`config.mk`:
```
export PLATFORM = sky130hd
export DESIGN_NAME = arp_icmp_reply_classifier_core_flat
export DESIGN_NICKNAME = d
export VERILOG_FILES = /design/src/rtl/aic_pkg.sv /design/src/rtl/aic_if.sv /design/src/rtl/aic_capture.sv /design/src/rtl/aic_classify.sv /design/src/rtl/arp_icmp_reply_classifier_core.sv /design/src/flat_wrapper.sv
export VERILOG_INCLUDE_DIRS = /design/src /design/src/rtl
export SDC_FILE = /design/constraint.sdc
export NUM_CORES = 1
export LEC_CHECK = 0
export BUFFER_PORTS_ARGS = -buffer_cell sky130_fd_sc_hd__buf_2
export CAP_MARGIN = 20
export CORE_MARGIN = 2
export CORE_UTILIZATION = 45
export CTS_CLUSTER_SIZE = 28
export DETAILED_ROUTE_END_ITERATION = 10
export GPL_TIMING_DRIVEN = 0
export PLACE_DENSITY = 0.68
export SLEW_MARGIN = 40
export SYNTH_ARGS = -nofsm -noshare
export SYNTH_HDL_FRONTEND = slang
export SYNTH_SLANG_ARGS = --single-unit
```
`constraint.sdc`:
```
create_clock -name clk -period 7.7 [get_ports clk]
set_clock_uncertainty 0.2 [all_clocks]
set_input_delay 0.77 -clock clk [delete_from_list [all_inputs] [get_ports clk]]
set_output_delay 0.77 -clock clk [all_outputs]
set_load 0.005 [all_outputs]
```
`src/rtl/arp_icmp_reply_classifier_core_macros.svh`:
```
// ----------------------------------------------------------------------------
// ARP / ICMP reply classifier assertion macros
// Same-cycle and next-cycle implication checks, compiled out under SYNTH.
// ----------------------------------------------------------------------------
`ifndef ARP_ICMP_REPLY_CLASSIFIER_CORE_MACROS_SVH
`define ARP_ICMP_REPLY_CLASSIFIER_CORE_MACROS_SVH

`ifndef SYNTH
`define AIC_ASSERT_SAME(label, clk, rst_n, ante, cons) \
	label: assert property (@(posedge clk) disable iff (!rst_n) (ante) |-> (cons)) \
		else $error("aic assertion failed");
`define AIC_ASSERT_NEXT(label, clk, rst_n, ante, cons) \
	label: assert property (@(posedge clk) disable iff (!rst_n) (ante) |=> (cons)) \
		else $error("aic assertion failed");
`else
`define AIC_ASSERT_SAME(label, clk, rst_n, ante, cons)
`define AIC_ASSERT_NEXT(label, clk, rst_n, ante, cons)
`endif

`endif

```
`src/rtl/aic_pkg.sv`:
```
// ----------------------------------------------------------------------------
// ARP / ICMP reply classifier package
// Shared constants, result codes and the frame summary passed between stages.
// ----------------------------------------------------------------------------
package aic_pkg;

	localparam int unsigned MAX_FRAME_BYTES_DEF = 2047;
	localparam int unsigned LEN_W = 11;

	localparam logic [15:0] ETYPE_ARP  = 16'h0806;
	localparam logic [15:0] ETYPE_IPV4 = 16'h0800;
	localparam logic [15:0] ARP_OP_REPLY = 16'h0002;
	localparam logic [7:0]  IP_PROTO_ICMP = 8'h01;
	localparam logic [7:0]  ICMP_ECHO_REPLY = 8'h00;

	// byte offsets within the frame
	localparam int unsigned POS_ETYPE_HI = 12;
	localparam int unsigned POS_ETYPE_LO = 13;
	localparam int unsigned POS_IHL = 14;
	localparam int unsigned POS_OPCODE_HI = 20;
	localparam int unsigned POS_OPCODE_LO = 21;
	localparam int unsigned POS_SMAC_FIRST = 22;
	localparam int unsigned POS_SMAC_LAST = 27;
	localparam int unsigned POS_IP_PROTO = 23;
	localparam int unsigned ETH_HDR_BYTES = 14;
	localparam int unsigned ETH_IP_HDR_BYTES = 14 + 20;
	localparam int unsigned ICMP_SEQ_OFS = 6;

	localparam logic [1:0] KIND_IGNORED = 2'd0;
	localparam logic [1:0] KIND_LEARNED = 2'd1;
	localparam logic [1:0] KIND_ECHO    = 2'd2;
	localparam logic [1:0] KIND_HANDLED = 2'd3;

	typedef struct packed {
		logic             valid;
		logic             long_eth;
		logic             long_ip;
		logic [15:0]      ether_type;
		logic [15:0]      arp_opcode;
		logic [47:0]      sender_mac;
		logic [7:0]       ip_protocol;
		logic [7:0]       icmp_kind;
		logic [15:0]      echo_sequence;
		logic [LEN_W-1:0] frame_length;
	} frame_sum_t;

endpackage

```
`src/rtl/aic_if.sv`:
```
// ----------------------------------------------------------------------------
// ARP / ICMP reply classifier channels
// Valid/ready interfaces for frame bytes, results and the sequence register.
// ----------------------------------------------------------------------------
interface aic_in_if;
	logic       valid;
	logic       ready;
	logic [7:0] frame_byte;
	logic       last_byte;

	modport source (output valid, output frame_byte, output last_byte, input ready);
	modport sink   (input valid, input frame_byte, input last_byte, output ready);
endinterface

interface aic_out_if;
	logic        valid;
	logic        ready;
	logic [1:0]  frame_kind;
	logic        echo_matched;
	logic        gateway_known;
	logic [47:0] gateway_mac;
	logic [10:0] frame_length;

	modport source (output valid, output frame_kind, output echo_matched,
		output gateway_known, output gateway_mac, output frame_length, input ready);
	modport sink   (input valid, input frame_kind, input echo_matched,
		input gateway_known, input gateway_mac, input frame_length, output ready);
endinterface

interface aic_cfg_if;
	logic        valid;
	logic        ready;
	logic [15:0] expected_seq;

	modport source (output valid, output expected_seq, input ready);
	modport sink   (input valid, input expected_seq, output ready);
endinterface

```
`src/rtl/aic_capture.sv`:
```
// ----------------------------------------------------------------------------
// ARP / ICMP reply classifier byte capture
// Registers each byte, tracks the offset and pulls header fields from the frame.
// ----------------------------------------------------------------------------
module aic_capture #(
	parameter int unsigned MAX_FRAME_BYTES = aic_pkg::MAX_FRAME_BYTES_DEF
) (
	input  logic                clk,
	input  logic                arst_n,
	aic_in_if.sink              rx,
	input  logic                out_free,
	output aic_pkg::frame_sum_t sum
);
	localparam int unsigned OW = $clog2(MAX_FRAME_BYTES + 1);
	localparam logic [OW-1:0] MAX_OFF = OW'(MAX_FRAME_BYTES);

	logic          valid_s1;
	logic [7:0]    byte_s1;
	logic          last_s1;

	logic [OW-1:0] offset_q;
	logic [15:0]   ether_type_q;
	logic [15:0]   arp_opcode_q;
	logic [47:0]   sender_mac_q;
	logic [7:0]    ip_protocol_q;
	logic [3:0]    header_words_q;
	logic [7:0]    icmp_kind_q;
	logic [15:0]   echo_seq_q;

	logic [OW-1:0] offset_n;
	logic [15:0]   ether_type_n;
	logic [15:0]   arp_opcode_n;
	logic [47:0]   sender_mac_n;
	logic [7:0]    ip_protocol_n;
	logic [3:0]    header_words_n;
	logic [7:0]    icmp_kind_n;
	logic [15:0]   echo_seq_n;

	logic          in_range;
	logic [6:0]    icmp_base;
	logic [6:0]    seq_hi_pos;
	logic          stall;
	logic          fire;
	logic [OW+aic_pkg::LEN_W-1:0] len_ext;

	// a last beat waits only when the result register is still occupied
	assign stall    = valid_s1 && last_s1 && !out_free;
	assign fire     = valid_s1 && !stall;
	assign rx.ready = !stall;

	always_ff @(posedge clk or negedge arst_n) begin
		if (!arst_n) begin
			valid_s1 <= 1'b0;
		end else if (rx.ready) begin
			valid_s1 <= rx.valid;
		end
	end

	always_ff @(posedge clk) begin
		if (rx.valid && rx.ready) begin
			byte_s1 <= rx.frame_byte;
			last_s1 <= rx.last_byte;
		end
	end

	always_comb begin
		in_range       = offset_q < MAX_OFF;
		offset_n       = offset_q;
		ether_type_n   = ether_type_q;
		arp_opcode_n   = arp_opcode_q;
		sender_mac_n   = sender_mac_q;
		ip_protocol_n  = ip_protocol_q;
		header_words_n = header_words_q;
		icmp_kind_n    = icmp_kind_q;
		echo_seq_n     = echo_seq_q;
		if (in_range && offset_q == OW'(aic_pkg::POS_IHL)) begin
			header_words_n = byte_s1[3:0];
		end
		// icmp header follows the ip header, using the length just seen
		icmp_base  = 7'(aic_pkg::ETH_HDR_BYTES) + {1'b0, header_words_n, 2'b00};
		seq_hi_pos = icmp_base + 7'(aic_pkg::ICMP_SEQ_OFS);
		if (in_range) begin
			offset_n = offset_q + OW'(1);
			if (offset_q == OW'(aic_pkg::POS_ETYPE_HI) ||
				offset_q == OW'(aic_pkg::POS_ETYPE_LO)) begin
				ether_type_n = {ether_type_q[7:0], byte_s1};
			end
			if (offset_q == OW'(aic_pkg::POS_OPCODE_HI) ||
				offset_q == OW'(aic_pkg::POS_OPCODE_LO)) begin
				arp_opcode_n = {arp_opcode_q[7:0], byte_s1};
			end
			if (offset_q >= OW'(aic_pkg::POS_SMAC_FIRST) &&
				offset_q <= OW'(aic_pkg::POS_SMAC_LAST)) begin
				sender_mac_n = {sender_mac_q[39:0], byte_s1};
			end
			if (offset_q == OW'(aic_pkg::POS_IP_PROTO)) begin
				ip_protocol_n = byte_s1;
			end
			if (offset_q == OW'(icmp_base)) begin
				icmp_kind_n = byte_s1;
			end
			if (offset_q == OW'(seq_hi_pos) || offset_q == OW'(seq_hi_pos + 7'd1)) begin
				echo_seq_n = {echo_seq_q[7:0], byte_s1};
			end
		end
	end

	always_ff @(posedge clk or negedge arst_n) begin
		if (!arst_n) begin
			offset_q       <= '0;
			ether_type_q   <= '0;
			arp_opcode_q   <= '0;
			sender_mac_q   <= '0;
			ip_protocol_q  <= '0;
			header_words_q <= '0;
			icmp_kind_q    <= '0;
			echo_seq_q     <= '0;
		end else if (fire) begin
			if (last_s1) begin
				offset_q       <= '0;
				ether_type_q   <= '0;
				arp_opcode_q   <= '0;
				sender_mac_q   <= '0;
				ip_protocol_q  <= '0;
				header_words_q <= '0;
				icmp_kind_q    <= '0;
				echo_seq_q     <= '0;
			end else begin
				offset_q       <= offset_n;
				ether_type_q   <= ether_type_n;
				arp_opcode_q   <= arp_opcode_n;
				sender_mac_q   <= sender_mac_n;
				ip_protocol_q  <= ip_protocol_n;
				header_words_q <= header_words_n;
				icmp_kind_q    <= icmp_kind_n;
				echo_seq_q     <= echo_seq_n;
			end
		end
	end

	assign len_ext = {{aic_pkg::LEN_W{1'b0}}, offset_n};

	always_comb begin
		sum.valid         = fire && last_s1;
		sum.long_eth      = offset_n > OW'(aic_pkg::ETH_HDR_BYTES);
		sum.long_ip       = offset_n > OW'(aic_pkg::ETH_IP_HDR_BYTES);
		sum.ether_type    = ether_type_n;
		sum.arp_opcode    = arp_opcode_n;
		sum.sender_mac    = sender_mac_n;
		sum.ip_protocol   = ip_protocol_n;
		sum.icmp_kind     = icmp_kind_n;
		sum.echo_sequence = echo_seq_n;
		sum.frame_length  = len_ext[aic_pkg::LEN_W-1:0];
	end

endmodule

```
`src/rtl/aic_classify.sv`:
```
// ----------------------------------------------------------------------------
// ARP / ICMP reply classifier decision stage
// Classifies a finished frame, keeps the gateway MAC and holds the result beat.
// ----------------------------------------------------------------------------
module aic_classify (
	input  logic                clk,
	input  logic                arst_n,
	input  aic_pkg::frame_sum_t sum,
	input  logic [15:0]         expected_seq,
	aic_out_if.source           tx,
	output logic                out_free
);
	logic        mac_learned_q;
	logic [47:0] learned_mac_q;
	logic        out_valid_q;
	logic [1:0]  kind_q;
	logic        matched_q;
	logic        known_q;
	logic [47:0] mac_q;
	logic [10:0] len_q;

	logic [1:0]  kind;
	logic        matched;
	logic        learn;
	logic        is_arp;

	assign out_free = !out_valid_q || tx.ready;

	always_comb begin
		kind    = aic_pkg::KIND_IGNORED;
		matched = 1'b0;
		learn   = 1'b0;
		is_arp  = 1'b0;
		if (!mac_learned_q) begin
			// no gateway yet: only arp frames are looked at
			is_arp = sum.long_eth && sum.ether_type == aic_pkg::ETYPE_ARP;
		end else if (sum.long_ip) begin
			if (sum.ether_type == aic_pkg::ETYPE_IPV4) begin
				if (sum.ip_protocol == aic_pkg::IP_PROTO_ICMP &&
					sum.icmp_kind == aic_pkg::ICMP_ECHO_REPLY &&
					sum.echo_sequence == expected_seq) begin
					kind    = aic_pkg::KIND_ECHO;
					matched = 1'b1;
				end else begin
					kind = aic_pkg::KIND_HANDLED;
				end
			end else begin
				is_arp = sum.ether_type == aic_pkg::ETYPE_ARP;
			end
		end
		if (is_arp) begin
			if (sum.arp_opcode == aic_pkg::ARP_OP_REPLY) begin
				kind  = aic_pkg::KIND_LEARNED;
				learn = 1'b1;
			end else begin
				kind = aic_pkg::KIND_HANDLED;
			end
		end
	end

	always_ff @(posedge clk or negedge arst_n) begin
		if (!arst_n) begin
			mac_learned_q <= 1'b0;
			learned_mac_q <= '0;
			out_valid_q   <= 1'b0;
		end else begin
			if (sum.valid && learn) begin
				mac_learned_q <= 1'b1;
				learned_mac_q <= sum.sender_mac;
			end
			if (sum.valid) begin
				out_valid_q <= 1'b1;
			end else if (tx.ready) begin
				out_valid_q <= 1'b0;
			end
		end
	end

	always_ff @(posedge clk) begin
		if (sum.valid) begin
			kind_q    <= kind;
			matched_q <= matched;
			known_q   <= mac_learned_q | learn;
			mac_q     <= learn ? sum.sender_mac : learned_mac_q;
			len_q     <= sum.frame_length;
		end
	end

	assign tx.valid         = out_valid_q;
	assign tx.frame_kind    = kind_q;
	assign tx.echo_matched  = matched_q;
	assign tx.gateway_known = known_q;
	assign tx.gateway_mac   = mac_q;
	assign tx.frame_length  = len_q;

endmodule

```
`src/rtl/arp_icmp_reply_classifier_core.sv`:
```
// ----------------------------------------------------------------------------
// ARP / ICMP reply classifier
// Learns the gateway MAC from ARP replies and flags matching ICMP echo replies.
// ----------------------------------------------------------------------------
// result path: last byte -> byte register -> result register -> result beat
// throughput: one byte per cycle; a last byte stalls only while a result beat waits
// reset (arst_n low): offset, captures, gateway MAC and expected sequence go to zero
`include "arp_icmp_reply_classifier_core_macros.svh"

module arp_icmp_reply_classifier_core #(
	parameter int unsigned MAX_FRAME_BYTES = aic_pkg::MAX_FRAME_BYTES_DEF
) (
	input  logic       clk,
	input  logic       arst_n,
	aic_in_if.sink     rx,
	aic_out_if.source  tx,
	aic_cfg_if.sink    cfg
);
	logic [15:0]         expected_seq_q;
	aic_pkg::frame_sum_t sum;
	logic                out_free;

	assign cfg.ready = 1'b1;

	always_ff @(posedge clk or negedge arst_n) begin
		if (!arst_n) begin
			expected_seq_q <= '0;
		end else if (cfg.valid) begin
			expected_seq_q <= cfg.expected_seq;
		end
	end

	aic_capture #(
		.MAX_FRAME_BYTES(MAX_FRAME_BYTES)
	) u_capture (
		.clk      (clk),
		.arst_n   (arst_n),
		.rx       (rx),
		.out_free (out_free),
		.sum      (sum)
	);

	aic_classify u_classify (
		.clk          (clk),
		.arst_n       (arst_n),
		.sum          (sum),
		.expected_seq (expected_seq_q),
		.tx           (tx),
		.out_free     (out_free)
	);

	// byte side only backs up behind an unread result beat
	`AIC_ASSERT_SAME(a_stall_cause, clk, arst_n, !rx.ready, tx.valid && !tx.ready)
	`AIC_ASSERT_SAME(a_match_kind, clk, arst_n, tx.valid,
		tx.echo_matched == (tx.frame_kind == aic_pkg::KIND_ECHO))
	`AIC_ASSERT_SAME(a_learn_known, clk, arst_n,
		tx.valid && tx.frame_kind == aic_pkg::KIND_LEARNED, tx.gateway_known)

endmodule

```
`src/flat_wrapper.sv`:
```
// flat-port wrapper written by rule: the top's interface ports become plain ports
module arp_icmp_reply_classifier_core_flat 
#(
	parameter int unsigned MAX_FRAME_BYTES = aic_pkg::MAX_FRAME_BYTES_DEF
)
  (clk, arst_n, rx_valid, rx_frame_byte, rx_last_byte, rx_ready, tx_valid, tx_frame_kind, tx_echo_matched, tx_gateway_known, tx_gateway_mac, tx_frame_length, tx_ready, cfg_valid, cfg_expected_seq, cfg_ready);
  aic_in_if rx_i ();
  aic_out_if tx_i ();
  aic_cfg_if cfg_i ();
  input  logic clk;
  input  logic arst_n;
  input wire logic [$bits(rx_i.valid)-1:0] rx_valid;
  input wire logic [$bits(rx_i.frame_byte)-1:0] rx_frame_byte;
  input wire logic [$bits(rx_i.last_byte)-1:0] rx_last_byte;
  output wire logic [$bits(rx_i.ready)-1:0] rx_ready;
  output wire logic [$bits(tx_i.valid)-1:0] tx_valid;
  output wire logic [$bits(tx_i.frame_kind)-1:0] tx_frame_kind;
  output wire logic [$bits(tx_i.echo_matched)-1:0] tx_echo_matched;
  output wire logic [$bits(tx_i.gateway_known)-1:0] tx_gateway_known;
  output wire logic [$bits(tx_i.gateway_mac)-1:0] tx_gateway_mac;
  output wire logic [$bits(tx_i.frame_length)-1:0] tx_frame_length;
  input wire logic [$bits(tx_i.ready)-1:0] tx_ready;
  input wire logic [$bits(cfg_i.valid)-1:0] cfg_valid;
  input wire logic [$bits(cfg_i.expected_seq)-1:0] cfg_expected_seq;
  output wire logic [$bits(cfg_i.ready)-1:0] cfg_ready;
  assign rx_i.valid = rx_valid;
  assign rx_i.frame_byte = rx_frame_byte;
  assign rx_i.last_byte = rx_last_byte;
  assign rx_ready = rx_i.ready;
  assign tx_valid = tx_i.valid;
  assign tx_frame_kind = tx_i.frame_kind;
  assign tx_echo_matched = tx_i.echo_matched;
  assign tx_gateway_known = tx_i.gateway_known;
  assign tx_gateway_mac = tx_i.gateway_mac;
  assign tx_frame_length = tx_i.frame_length;
  assign tx_i.ready = tx_ready;
  assign cfg_i.valid = cfg_valid;
  assign cfg_i.expected_seq = cfg_expected_seq;
  assign cfg_ready = cfg_i.ready;
  arp_icmp_reply_classifier_core #(.MAX_FRAME_BYTES(MAX_FRAME_BYTES)) u_core (.clk(clk), .arst_n(arst_n), .rx(rx_i), .tx(tx_i), .cfg(cfg_i));
endmodule
```
# ---- Yosys cells after proc, flatten, opt, wreduce, memory -nomap -nowiden
# Index checks and enable logic that the tools add are counted.
dict set report totals {
  regBits 266
  inputBits 30
  out_inout_bits 66
}
dict set report classes {
  addsub 4
  magnitude_cmp 5
  eq_ne 14
  n_mux 37
  bitwise 1
  n_reduce_logical 21
}
# op n
set op_table {}
lappend op_table {{two-way mux 48 bit} 4}
lappend op_table {{two-way mux 16 bit} 9}
lappend op_table {{two-way mux 8 bit} 6}
lappend op_table {{== test 11 x 4 -> 1 bit, second input constant} 3}
lappend op_table {{== test 11 x 5 -> 1 bit, second input constant} 3}
lappend op_table {{== test 16 x 12 -> 1 bit, second input constant} 2}
lappend op_table {{== test 11 x 7 -> 1 bit} 2}
lappend op_table {{two-way mux 11 bit} 2}
lappend op_table {{== test 16 bit} 1}
lappend op_table {{== test 16 x 2 -> 1 bit, second input constant} 1}
lappend op_table {{adder 11 x 1 -> 11 bit, second input constant} 1}
lappend op_table {{== test 11 x 8 -> 1 bit} 1}
lappend op_table {{>= comparator 11 x 5 -> 1 bit, second input constant} 1}
lappend op_table {{> comparator 11 x 4 -> 1 bit, second input constant} 1}
lappend op_table {{> comparator 11 x 6 -> 1 bit, second input constant} 1}
lappend op_table {{less-or-equal comparator 11 x 5 -> 1 bit, second input constant} 1}
lappend op_table {{logical AND 1 bit} 11}
lappend op_table {{less-than comparator 11 bit, second input constant} 1}
lappend op_table {{two-way mux 2 bit} 5}
lappend op_table {{two-way mux 1 bit} 9}
lappend op_table {{adder 7 x 1 -> 8 bit, second input constant} 1}
lappend op_table {{== test 8 x 1 -> 1 bit, second input constant} 1}
lappend op_table {{zero test 8 bit} 1}
lappend op_table {{two-way mux 4 bit} 2}
lappend op_table {{7 further kinds} 12}

# ---- Depth between registers and ports, before layout
# Gate-level depths: netlist (run 1).
dict set report logic_depth {
  depth_word 17
  depth_mapped 18
}

# ---- By module
# A second synthesis (run 1) with hierarchy kept.
dict set report unflattened {
  cells_unflattened 1250
  hier_area_um2 13574.3
}
# module instances cells_each area_per_inst_um2 seq_area_each_um2
set by_module_without_submodules {}
lappend by_module_without_submodules {aic_capture 1 940 8119.0 3473.3}
lappend by_module_without_submodules {aic_classify 1 274 4794.6 3143.0}
lappend by_module_without_submodules {arp_icmp_reply_classifier_core 1 36 660.6 400.4}

# ---- Worst setup path before layout (run 1)
# Ideal clock, no wire load.
dict set report synth_path {
  kind {input port to flip-flop}
  startpoint {input tx_ready}
  endpoint {register u_core.u_classify.learned_mac_q[18]}
  t_arrival_ps 4321
  path_slack_ps 3051
  cell_stages 7
  path_cell_list {nor2b_1 nor2_1 and2_1 buf_2 buf_4 buf_4 a21oi_1}
}
# item line_no
set synth_rtl {}
lappend synth_rtl {{from (decl)} flat_wrapper.sv:22} ;# input wire logic [$bits(tx_i.ready)-1:0] tx_ready;
lappend synth_rtl {{to (signal assigned)} aic_classify.sv:69} ;# learned_mac_q <= sum.sender_mac;
lappend synth_rtl {{to (decl)} aic_classify.sv:14} ;# logic [47:0] learned_mac_q;

# ---- Final worst setup path (run 1)
dict set report layout_path {
  startpoint {register u_core.u_capture.offset_q[0]}
  endpoint {register u_core.u_classify.matched_q, in the netlist u_core.u_classify.tx.echo_matched, data pin}
}
dict set report layout_between {
  elab_chain_cells 13
  word_cells_on_any_way 34
  cone_classes {add/sub (4); order compare (2); eq/ne (10); mux (11); reduce/logical (7)}
}
# item line_no
set layout_rtl {}
lappend layout_rtl {{from (decl)} aic_capture.sv:21} ;# logic [OW-1:0] offset_q;
lappend layout_rtl {{from (signal assigned)} aic_capture.sv:129} ;# offset_q <= offset_n;
lappend layout_rtl {{less-than comparator 11 bit / == test 11 x 4 -> 1 bit (equally long branches)} {aic_capture.sv:67, aic_capture.sv:76}}
lappend layout_rtl {{logical AND 1 bit} aic_capture.sv:76} ;# if (in_range && offset_q == OW'(aic_pkg::POS_IHL)) begin
lappend layout_rtl {{two-way mux 4 bit} aic_capture.sv:76}
lappend layout_rtl {{adder 4 x 6 -> 7 bit} aic_capture.sv:80} ;# icmp_base = 7'(aic_pkg::ETH_HDR_BYTES) + {1'b0, header_words_n, 2'b00};
lappend layout_rtl {{adder 7 x 3 -> 7 bit} aic_capture.sv:81} ;# seq_hi_pos = icmp_base + 7'(aic_pkg::ICMP_SEQ_OFS);
lappend layout_rtl {{adder 7 x 1 -> 8 bit} aic_capture.sv:102} ;# if (offset_q == OW'(seq_hi_pos) || offset_q == OW'(seq_hi_pos + 7'd1)) begin
lappend layout_rtl {{== test 11 x 8 -> 1 bit} aic_capture.sv:102}
lappend layout_rtl {{logical OR 1 bit} aic_capture.sv:102}
lappend layout_rtl {{two-way mux 16 bit} aic_capture.sv:102}
lappend layout_rtl {{two-way mux 16 bit} aic_capture.sv:82} ;# if (in_range) begin
lappend layout_rtl {{== test 16 bit} aic_classify.sv:41} ;# sum.echo_sequence == expected_seq) begin
lappend layout_rtl {{logical AND 1 bit} aic_classify.sv:40} ;# sum.icmp_kind == aic_pkg::ICMP_ECHO_REPLY &&
lappend layout_rtl {{two-way mux 1 bit} aic_classify.sv:39} ;# if (sum.ip_protocol == aic_pkg::IP_PROTO_ICMP &&
lappend layout_rtl {{to (signal assigned)} aic_classify.sv:82} ;# matched_q <= matched;
lappend layout_rtl {{to (decl)} aic_classify.sv:17} ;# logic matched_q;
# Parallel ways exist; a longest one is shown, timed or not.
# A chain may end at the register's enable or synchronous reset.

==> results of run 1 <==
-- metal layers --
metal,vias up,track usage
met5,-,0
li1,4276,-
met1,4576,0.3064
met3,62,0.03409
met2,339,0.3475
met4,0,0.07234
-- cell families after synthesis --
family	Yosys count	synth area share
xor gates and xnor gates	39	0.02925
AOI/OAI and AO/OA	319	0.1744
and+or+nand+nor	300	0.1195
muxes	71	0.06036
buffers and inverters	96	0.03245
DFF	266	0.5776
other	1	0.0003087
adders and majority gates	6	0.006180
-- area by class of cell --
type | instances | share of cell area
clock inverter | 13 | 0.01358
inverter | 14 | 0.003681
multi-input combinational | 736 | 0.3332
timing repair buffer | 99 | 0.04277
buffer | 82 | 0.02401
tap | 341 | 0.02988
sequential | 266 | 0.4915
clock buffer | 39 | 0.06143
-- worst max path at each step --
stage / to
after floorplan: u_core.u_classify.learned_mac_q[18]
after global placement: u_core.u_classify.learned_mac_q[42]
after detailed placement: u_core.u_classify.tx.echo_matched
after CTS: u_core.u_classify.tx.echo_matched
after global routing: u_core.u_classify.tx.frame_kind[0]
final: u_core.u_classify.tx.echo_matched
-- through the flow --
step	total power [mW]	cell area [um^2]	utilization
4_1_cts	3.349	14270	0.5339
5_1_grt	3.440	14280	0.5342
6_report	3.326	14280	0.5342
2_1_floorplan	1.715	12150	-
3_3_place_gp	1.813	13040	0.4879
3_5_place_dp	1.827	13190	0.4935
-- cell usage in the layout, fill, tap and decap left out, drive strengths merged, types with 5 or more instances in the layout --
cell type  netlist  layout
mux2            18      18
ha               6       6
nor3            17      17
o21ai           48      48
and3             7       7
o22ai            5       5
a211oi           5       5
xor2            25      25
clkinv           0       6
mux2i           53      53
nand2           57      57
a22o            86      86
inv             14      15
a22oi           17      17
a21oi          127     127
nand4            6       6
clkbuf          58      97
buf             24     122
nand3b           6       6
nand3           15      15
edfxtp          72      72
xnor2           13      13
nor2           124     124
a31oi            5       5
dfrtp          194     194
nand2b           7       7
nor4            18      18
and2            20      20
bufinv           0       5
-- registers in the layout, indices dropped and copies added, names as in the netlist, 2 cells and up --
signal                             count
u_core.expected_seq_q                 16
u_core.u_capture.arp_opcode_q         16
u_core.u_capture.byte_s1               8
u_core.u_capture.echo_seq_q           16
u_core.u_capture.ether_type_q         16
u_core.u_capture.header_words_q        4
u_core.u_capture.icmp_kind_q           8
u_core.u_capture.ip_protocol_q         8
u_core.u_capture.offset_q             11
u_core.u_capture.sender_mac_q         48
u_core.u_classify.learned_mac_q       48
u_core.u_classify.tx.frame_kind        2
u_core.u_classify.tx.frame_length     11
u_core.u_classify.tx.gateway_mac      48
-- power groups by stage --
| stage | sequential [mW] | combinational, mW | clock, mW |
|---|---|---|---|
| floorplan | 1.57 | 0.149 | 0 |
| global placement | 1.58 | 0.236 | 0 |
| detailed placement | 1.58 | 0.252 | 0 |
| CTS | 1.55 | 0.253 | 1.55 |
| global route | 1.55 | 0.283 | 1.60 |
| finish | 1.55 | 0.253 | 1.52 |
-- Yosys cell counts (3+ instances only) --
cell                       count
sky130_fd_sc_hd__a211oi_1      4
sky130_fd_sc_hd__a21oi_1     127
sky130_fd_sc_hd__a22o_1       86
sky130_fd_sc_hd__a22oi_1      17
sky130_fd_sc_hd__a31oi_1       5
sky130_fd_sc_hd__and2_0        4
sky130_fd_sc_hd__and2_1       16
sky130_fd_sc_hd__and3_1        7
sky130_fd_sc_hd__and4_1        4
sky130_fd_sc_hd__buf_1         7
sky130_fd_sc_hd__buf_2        12
sky130_fd_sc_hd__buf_4         5
sky130_fd_sc_hd__clkbuf_1     58
sky130_fd_sc_hd__dfrtp_1     194
sky130_fd_sc_hd__edfxtp_1     72
sky130_fd_sc_hd__ha_1          6
sky130_fd_sc_hd__inv_1        14
sky130_fd_sc_hd__mux2_2       18
sky130_fd_sc_hd__mux2i_1      53
sky130_fd_sc_hd__nand2_1      57
sky130_fd_sc_hd__nand2b_1      7
sky130_fd_sc_hd__nand3_1      15
sky130_fd_sc_hd__nand3b_1      6
sky130_fd_sc_hd__nand4_1       6
sky130_fd_sc_hd__nor2_1      124
sky130_fd_sc_hd__nor2b_1       4
sky130_fd_sc_hd__nor3_1       17
sky130_fd_sc_hd__nor4_1       15
sky130_fd_sc_hd__nor4_2        3
sky130_fd_sc_hd__nor4b_1       3
sky130_fd_sc_hd__o21ai_0      46
sky130_fd_sc_hd__o22ai_1       5
sky130_fd_sc_hd__o31ai_1       4
sky130_fd_sc_hd__or4_1         4
sky130_fd_sc_hd__xnor2_1      13
sky130_fd_sc_hd__xor2_1       25
-- repair_timing --
action                    4_1_cts  5_1_grt
resized for setup               0        0
hold endpoints to repair       50        0
hold buffers                    1        0
==> metrics, run 1 <==
distinct cell type count of the synthesized netlist=62; Avg Vias per Cell=5.819; class of the most critical hold timing path=in2reg; Reg clk slew, reported paths=60 ps; Critical Path Slowest Stage Cell=sky130_fd_sc_hd__dfrtp_1; Routed Antenna Nets=0; Setup WS pre-CTS=2440 ps; worst path cell trace=inv_1 > ha_1 > and3_1 > clkbuf_1 > nand3_1 > mux2i_1 > ha_1 > clkbuf_1 > inv_1 > xnor2_1 > ha_1 > xor2_1 > nor4_2 > o311ai_4 > clkbuf_1 > o2111a_1 > nor2b_1; die outline width=168.3 um; cell area power density=approximately 230 nW/um^2; Slew Limit Fails=0; total instance count after detailed placement=1537; HP Start=rx_frame_byte[0]; Least-Margin Pin Slew=918.6 ps; # Max-Cap Violations=0; CP top delay family=buffers and inverters; warnings from Yosys=0; Detailed Route Iter0 Violations=883; root buffer selected by CTS=sky130_fd_sc_hd__clkbuf_16; Slew headroom=0.3876; vertical extent of the die=roughly 170 um; wire length on met3=1.789 mm; I/O Pins=96; Final Routed Wirelength=30.34 mm; CP max FO=10; WL/cell=around 19 um; origin of the worst setup path=u_core.u_capture.offset_q[0]; share of post-route cells with drive strength above 1=0.1585; wire length of the first global-routing pass=slightly below 50 mm; leading post-synthesis cells by cell area=sky130_fd_sc_hd__dfrtp_1 (40%), sky130_fd_sc_hd__edfxtp_1 (18%), sky130_fd_sc_hd__a22o_1 (6.2%); routability-driven placement congestion ratio=0.8862; Post-DP HPWL=20.76 mm; Net Sw Power=0.7643 mW; register area=7017 um^2; area taken by multi-input logic gates=4757 um^2; largest stage delay on the critical path=490 ps; number of placement rows=60; final count of negative-setup-slack endpoints=0; clock buffers created by TritonCTS=28; number of cells traversed by the worst register-to-register path=17; length of the first detailed-routing pass in iterations=5; synthesized area=12150 um^2; DIE AREA=28320 um^2; Crit Reg-Reg Startpoint=u_core.u_capture.offset_q[0]; endpoint arrival time on the critical path=5210 ps; final count of hold timing violations=0; final hold slack=204.5 ps; type of origin of the critical path=register; synthesized instance count=1098; max layer used=met4; total nets after synthesis=1134; total negative slack=0 ps; peak supply drop=~0.00018 V; Overflow after GRT=0; final critical-path share of the clock period=0.6645; CP bufs+invs=5; Mean Syn Cell Area=11.06 um^2; number of nets at the end of the flow=1263; met1 wire length=13.53 mm; DR DRC count=0; H-tree lvl count=1; Clock Path Buffers=3; clock network power share=0.458; count of input and output buffers=93; Met2 Wirelength=about 14 mm; Worst path depth=17; maximum number of pins on one net before global-route repair=74; status=complete, no violations; maximum clock frequency=between 0.15 and 0.2 GHz; sort of element at the end of the critical path=register; total via count after detailed routing=9253; post-synthesis sequential area ratio=0.5776; clock tree from TritonCTS=yes; GR Util All Layers=0.2178; Reg2Reg Capture Point=u_core.u_classify.tx.echo_matched; flop and latch count out of synthesis=approximately 270; Post-synth ARST share=0.7293; number of standard cells in the layout, taps in and fillers out=1590; required time reported for the critical path endpoint=7790 ps; switch share=0.2298; share of the synthesized area in the top cell type=0.3996; Inserted Diodes=0; leak pwr=6.538 nW; internal power of the cells=2.562 mW; # clock sinks=~270; count of flip-flops with a built-in enable after synthesis=between 70 and 80; Synth-to-Final Area Change=17.53%; critical path start-end classification=reg2reg; Fill cells=2329; library cell with the largest summed area after synthesis=sky130_fd_sc_hd__dfrtp_1; setup repair after global routing missed its margin=false; most frequently used flop master after synthesis=sky130_fd_sc_hd__dfrtp_1; min Tclk post-route=5116 ps; vias in the first global route=9073; placeable core area=26730 um^2; number of stages on the worst hold path=1; number of setup buffers added after CTS=0; WHS Endpoint=u_core.u_capture.byte_s1[0]; Clock Latency Late Sink=~540 ps; combinational cell fraction of total power=0.076; post-layout worst setup margin=2584 ps; slack of the worst reg-to-reg path=about 2600 ps; Initial Util=0.4545; power share of the sequential group=0.466; antenna violations before repair=0
(Power assumes the default switching activity.)
==> inputs of run 2 (changes only) <==
--- a/config.mk
+++ b/config.mk
@@ -13,7 +13,7 @@
 export CTS_CLUSTER_SIZE = 28
 export DETAILED_ROUTE_END_ITERATION = 10
 export GPL_TIMING_DRIVEN = 0
-export PLACE_DENSITY = 0.68
+export PLACE_DENSITY = 0.7
 export SLEW_MARGIN = 40
 export SYNTH_ARGS = -nofsm -noshare
 export SYNTH_HDL_FRONTEND = slang
==> constraint.sdc (replaced) <==
create_clock -name clk -period 4.7 [get_ports clk]
set_clock_uncertainty 0.2 [all_clocks]
set_input_delay 0.47 -clock clk [delete_from_list [all_inputs] [get_ports clk]]
set_output_delay 0.47 -clock clk [all_outputs]
set_load 0.005 [all_outputs]
==> metrics, run 2 (same netlist as run 1, synthesis figures left out) <==
Layout Cell Area excl Fill=14520 um^2 (+1.7%); clock buffers created by TritonCTS=29 (+3.6%); maximum clock frequency=0.2241 GHz (+15%); Slew Limit Fails=0 (unchanged); root buffer selected by CTS=sky130_fd_sc_hd__clkbuf_16; cell area power density=366.8 nW/um^2 (+57%); WL/cell=18.92 um (-0.87%); CP top delay family=compound AO/OA/AOI/OAI gates; DIE AREA=28320 um^2 (unchanged); share of post-route cells with drive strength above 1=0.1591 (+0.0005641); number of placement rows=60 (unchanged); # clock sinks=266 (unchanged); Critical Path Slowest Stage Cell=sky130_fd_sc_hd__dfrtp_1; leak pwr=6.614 nW (+1.2%); number of cells traversed by the worst register-to-register path=15 (-2); Design Power=5.327 mW (+60%); number of stages on the worst hold path=3 (+2); class of the most critical hold timing path=in2reg; origin of the worst setup path=u_core.u_capture.offset_q[0]; H-tree lvl count=1 (unchanged); internal power of the cells=4.061 mW (+59%); length of the first detailed-routing pass in iterations=5 (unchanged); die outline width=168.3 um (unchanged); largest stage delay on the critical path=510 ps (+20 ps); worst path cell trace=inv_1 > ha_1 > and3_2 > nand3_4 > mux2i_2 > ha_2 > nor4bb_2 > a31oi_1 > o32a_1 > o221a_2 > o311ai_4 > mux2i_1 > a21oi_1 > o2111a_1 > o21ai_0; Slew headroom=0.4122 (+0.02465); Fill cells=2295 (-1.5%); number of setup buffers added after CTS=0 (unchanged); Detailed Route Iter0 Violations=859 (-2.7%); CP bufs+invs=1 (-4); power share of the sequential group=0.477 (+0.011); Clock Path Buffers=3 (unchanged); endpoint arrival time on the critical path=4540 ps (-670 ps); maximum number of pins on one net before global-route repair=54 (-27%); Reg2Reg Capture Point=u_core.u_classify.tx.frame_kind[0]; Avg Vias per Cell=5.766 (-0.93%); area taken by multi-input logic gates=4820 um^2 (+1.3%); type of origin of the critical path=register; count of input and output buffers=93 (unchanged); total negative slack=0 ps (unchanged); final critical-path share of the clock period=0.9493 (+0.2848); min Tclk post-route=4462 ps (-654.9 ps); CP max FO=9 (-1); I/O Pins=96 (unchanged); # Max-Cap Violations=0 (unchanged); total via count after detailed routing=9323 (+0.76%); DR DRC count=0 (unchanged); clock tree from TritonCTS=yes; vertical extent of the die=168.3 um (unchanged); combinational cell fraction of total power=0.082 (+0.006); antenna violations before repair=1 (+1); GR Util All Layers=0.2149 (-0.002937); Post-DP HPWL=20.58 mm (-0.89%); number of nets at the end of the flow=1289 (+2.1%); Post-DP Area=13200 um^2 (+0.11%); Least-Margin Pin Slew=881.6 ps (-36.97 ps); routability-driven placement congestion ratio=0.9015 (+1.7%); clock network power share=0.442 (-0.016); Routed Antenna Nets=0 (unchanged); Net Sw Power=1.266 mW (+66%); register area=7017 um^2 (unchanged); Initial Util=0.4545 (unchanged); wire length of the first global-routing pass=48.85 mm (-1.2%); slack of the worst reg-to-reg path=240 ps (-2350 ps); final count of negative-setup-slack endpoints=0 (unchanged); critical path start-end classification=reg2reg; highest-count cells in the layout ignoring fill and taps=sky130_fd_sc_hd__dfrtp_1 (194), sky130_fd_sc_hd__a21oi_1 (127), sky130_fd_sc_hd__nor2_1 (122); Final Routed Wirelength=30.59 mm (+0.81%); placeable core area=26730 um^2 (unchanged); final count of hold timing violations=0 (unchanged); status=complete, no violations; WHS Endpoint=u_core.u_classify.tx.valid; HP Start=tx_ready; sort of element at the end of the critical path=register; most common cell after layout, fill and taps aside=sky130_fd_sc_hd__dfrtp_1; Inserted Diodes=0 (unchanged); peak supply drop=0.0003248 V (+76%); switch share=0.2377 (+0.007856); vias in the first global route=9049 (-0.26%); Overflow after GRT=0 (unchanged); Clock Latency Late Sink=550 ps (about the same); Crit Reg-Reg Startpoint=u_core.u_capture.offset_q[0]; Reg clk slew, reported paths=60 ps (about the same); required time reported for the critical path endpoint=4780 ps (-3010 ps); Synth-to-Final Area Change=19.56%
[run 2: cell types whose count changed in the layout (fill, tap and decap cells not counted), moves of 2 or more]
cell and change:
sky130_fd_sc_hd__clkbuf_16 -3, sky130_fd_sc_hd__clkbuf_8 -4, sky130_fd_sc_hd__clkinv_1 +5, sky130_fd_sc_hd__dlygate4sd3_1 +26, sky130_fd_sc_hd__inv_6 +2, sky130_fd_sc_hd__nor4_4 +2
[run 2: worst max-delay path by stage]
stage / cells after the start / end
global placement: 8 / u_core.u_classify.learned_mac_q[42]
CTS: 16 / u_core.u_classify.tx.frame_kind[0]
finish: 15 / u_core.u_classify.tx.frame_kind[0]
floorplan: 8 / u_core.u_classify.learned_mac_q[18]
detailed placement: 18 / u_core.u_classify.tx.frame_kind[0]
global route: 15 / u_core.u_classify.tx.frame_kind[0]
[run 2: area by class of cell]
class                           count  area share
Tap cell                          341     0.02938
Inverter                           14    0.003618
Multi-Input combinational cell    736      0.3318
Clock buffer                       34     0.05195
Timing Repair Buffer              126     0.06099
Clock inverter                     20     0.01602
Buffer                             80     0.02309
Sequential cell                   266      0.4831
[run 2: repair_timing]
action                                 in CTS  in global routing
gates resized for setup                     5                  8
setup endpoints to repair                  26                 26
hold buffers                               27                  0
endpoints found under the hold margin     163                  0
[run 2: tightest hold or removal path, stage by stage]
cell,delay [ps]
sky130_fd_sc_hd__buf_2,70
sky130_fd_sc_hd__nor2b_1,70
sky130_fd_sc_hd__nand2b_1,150
[run 2: routing by layer]
layer,share of wire,vias to the layer above,track usage
li1,-,4323,-
met1,0.44,4596,0.2971
met2,0.48,339,0.3557
met3,0.056,65,0.02962
met4,0.028,0,0.06372
met5,0,-,0
[run 2: per-stage QoR]
stage / instances / util / hold WS [ps] / worst slack (ps)
global route: 1617 / 0.5434 / 75.80 / -27.40
floorplan: 1098 / - / -25.59 / 280.0
detailed placement: 1538 / 0.4941 / 190.7 / -449.8
CTS: 1618 / 0.5420 / 59.84 / 4.243
global placement: 1532 / 0.4879 / 282.5 / -1080
finish: 1617 / 0.5434 / 72.45 / 238.5
[run 2: power by group through the flow]
stage	Sequential (mW)	Combinational [mW]	Clock [mW]
finish	2.54	0.436	2.35
global route	2.55	0.485	2.48
CTS	2.54	0.435	2.40
detailed placement	2.58	0.413	0
global placement	2.58	0.384	0
floorplan	2.56	0.245	0
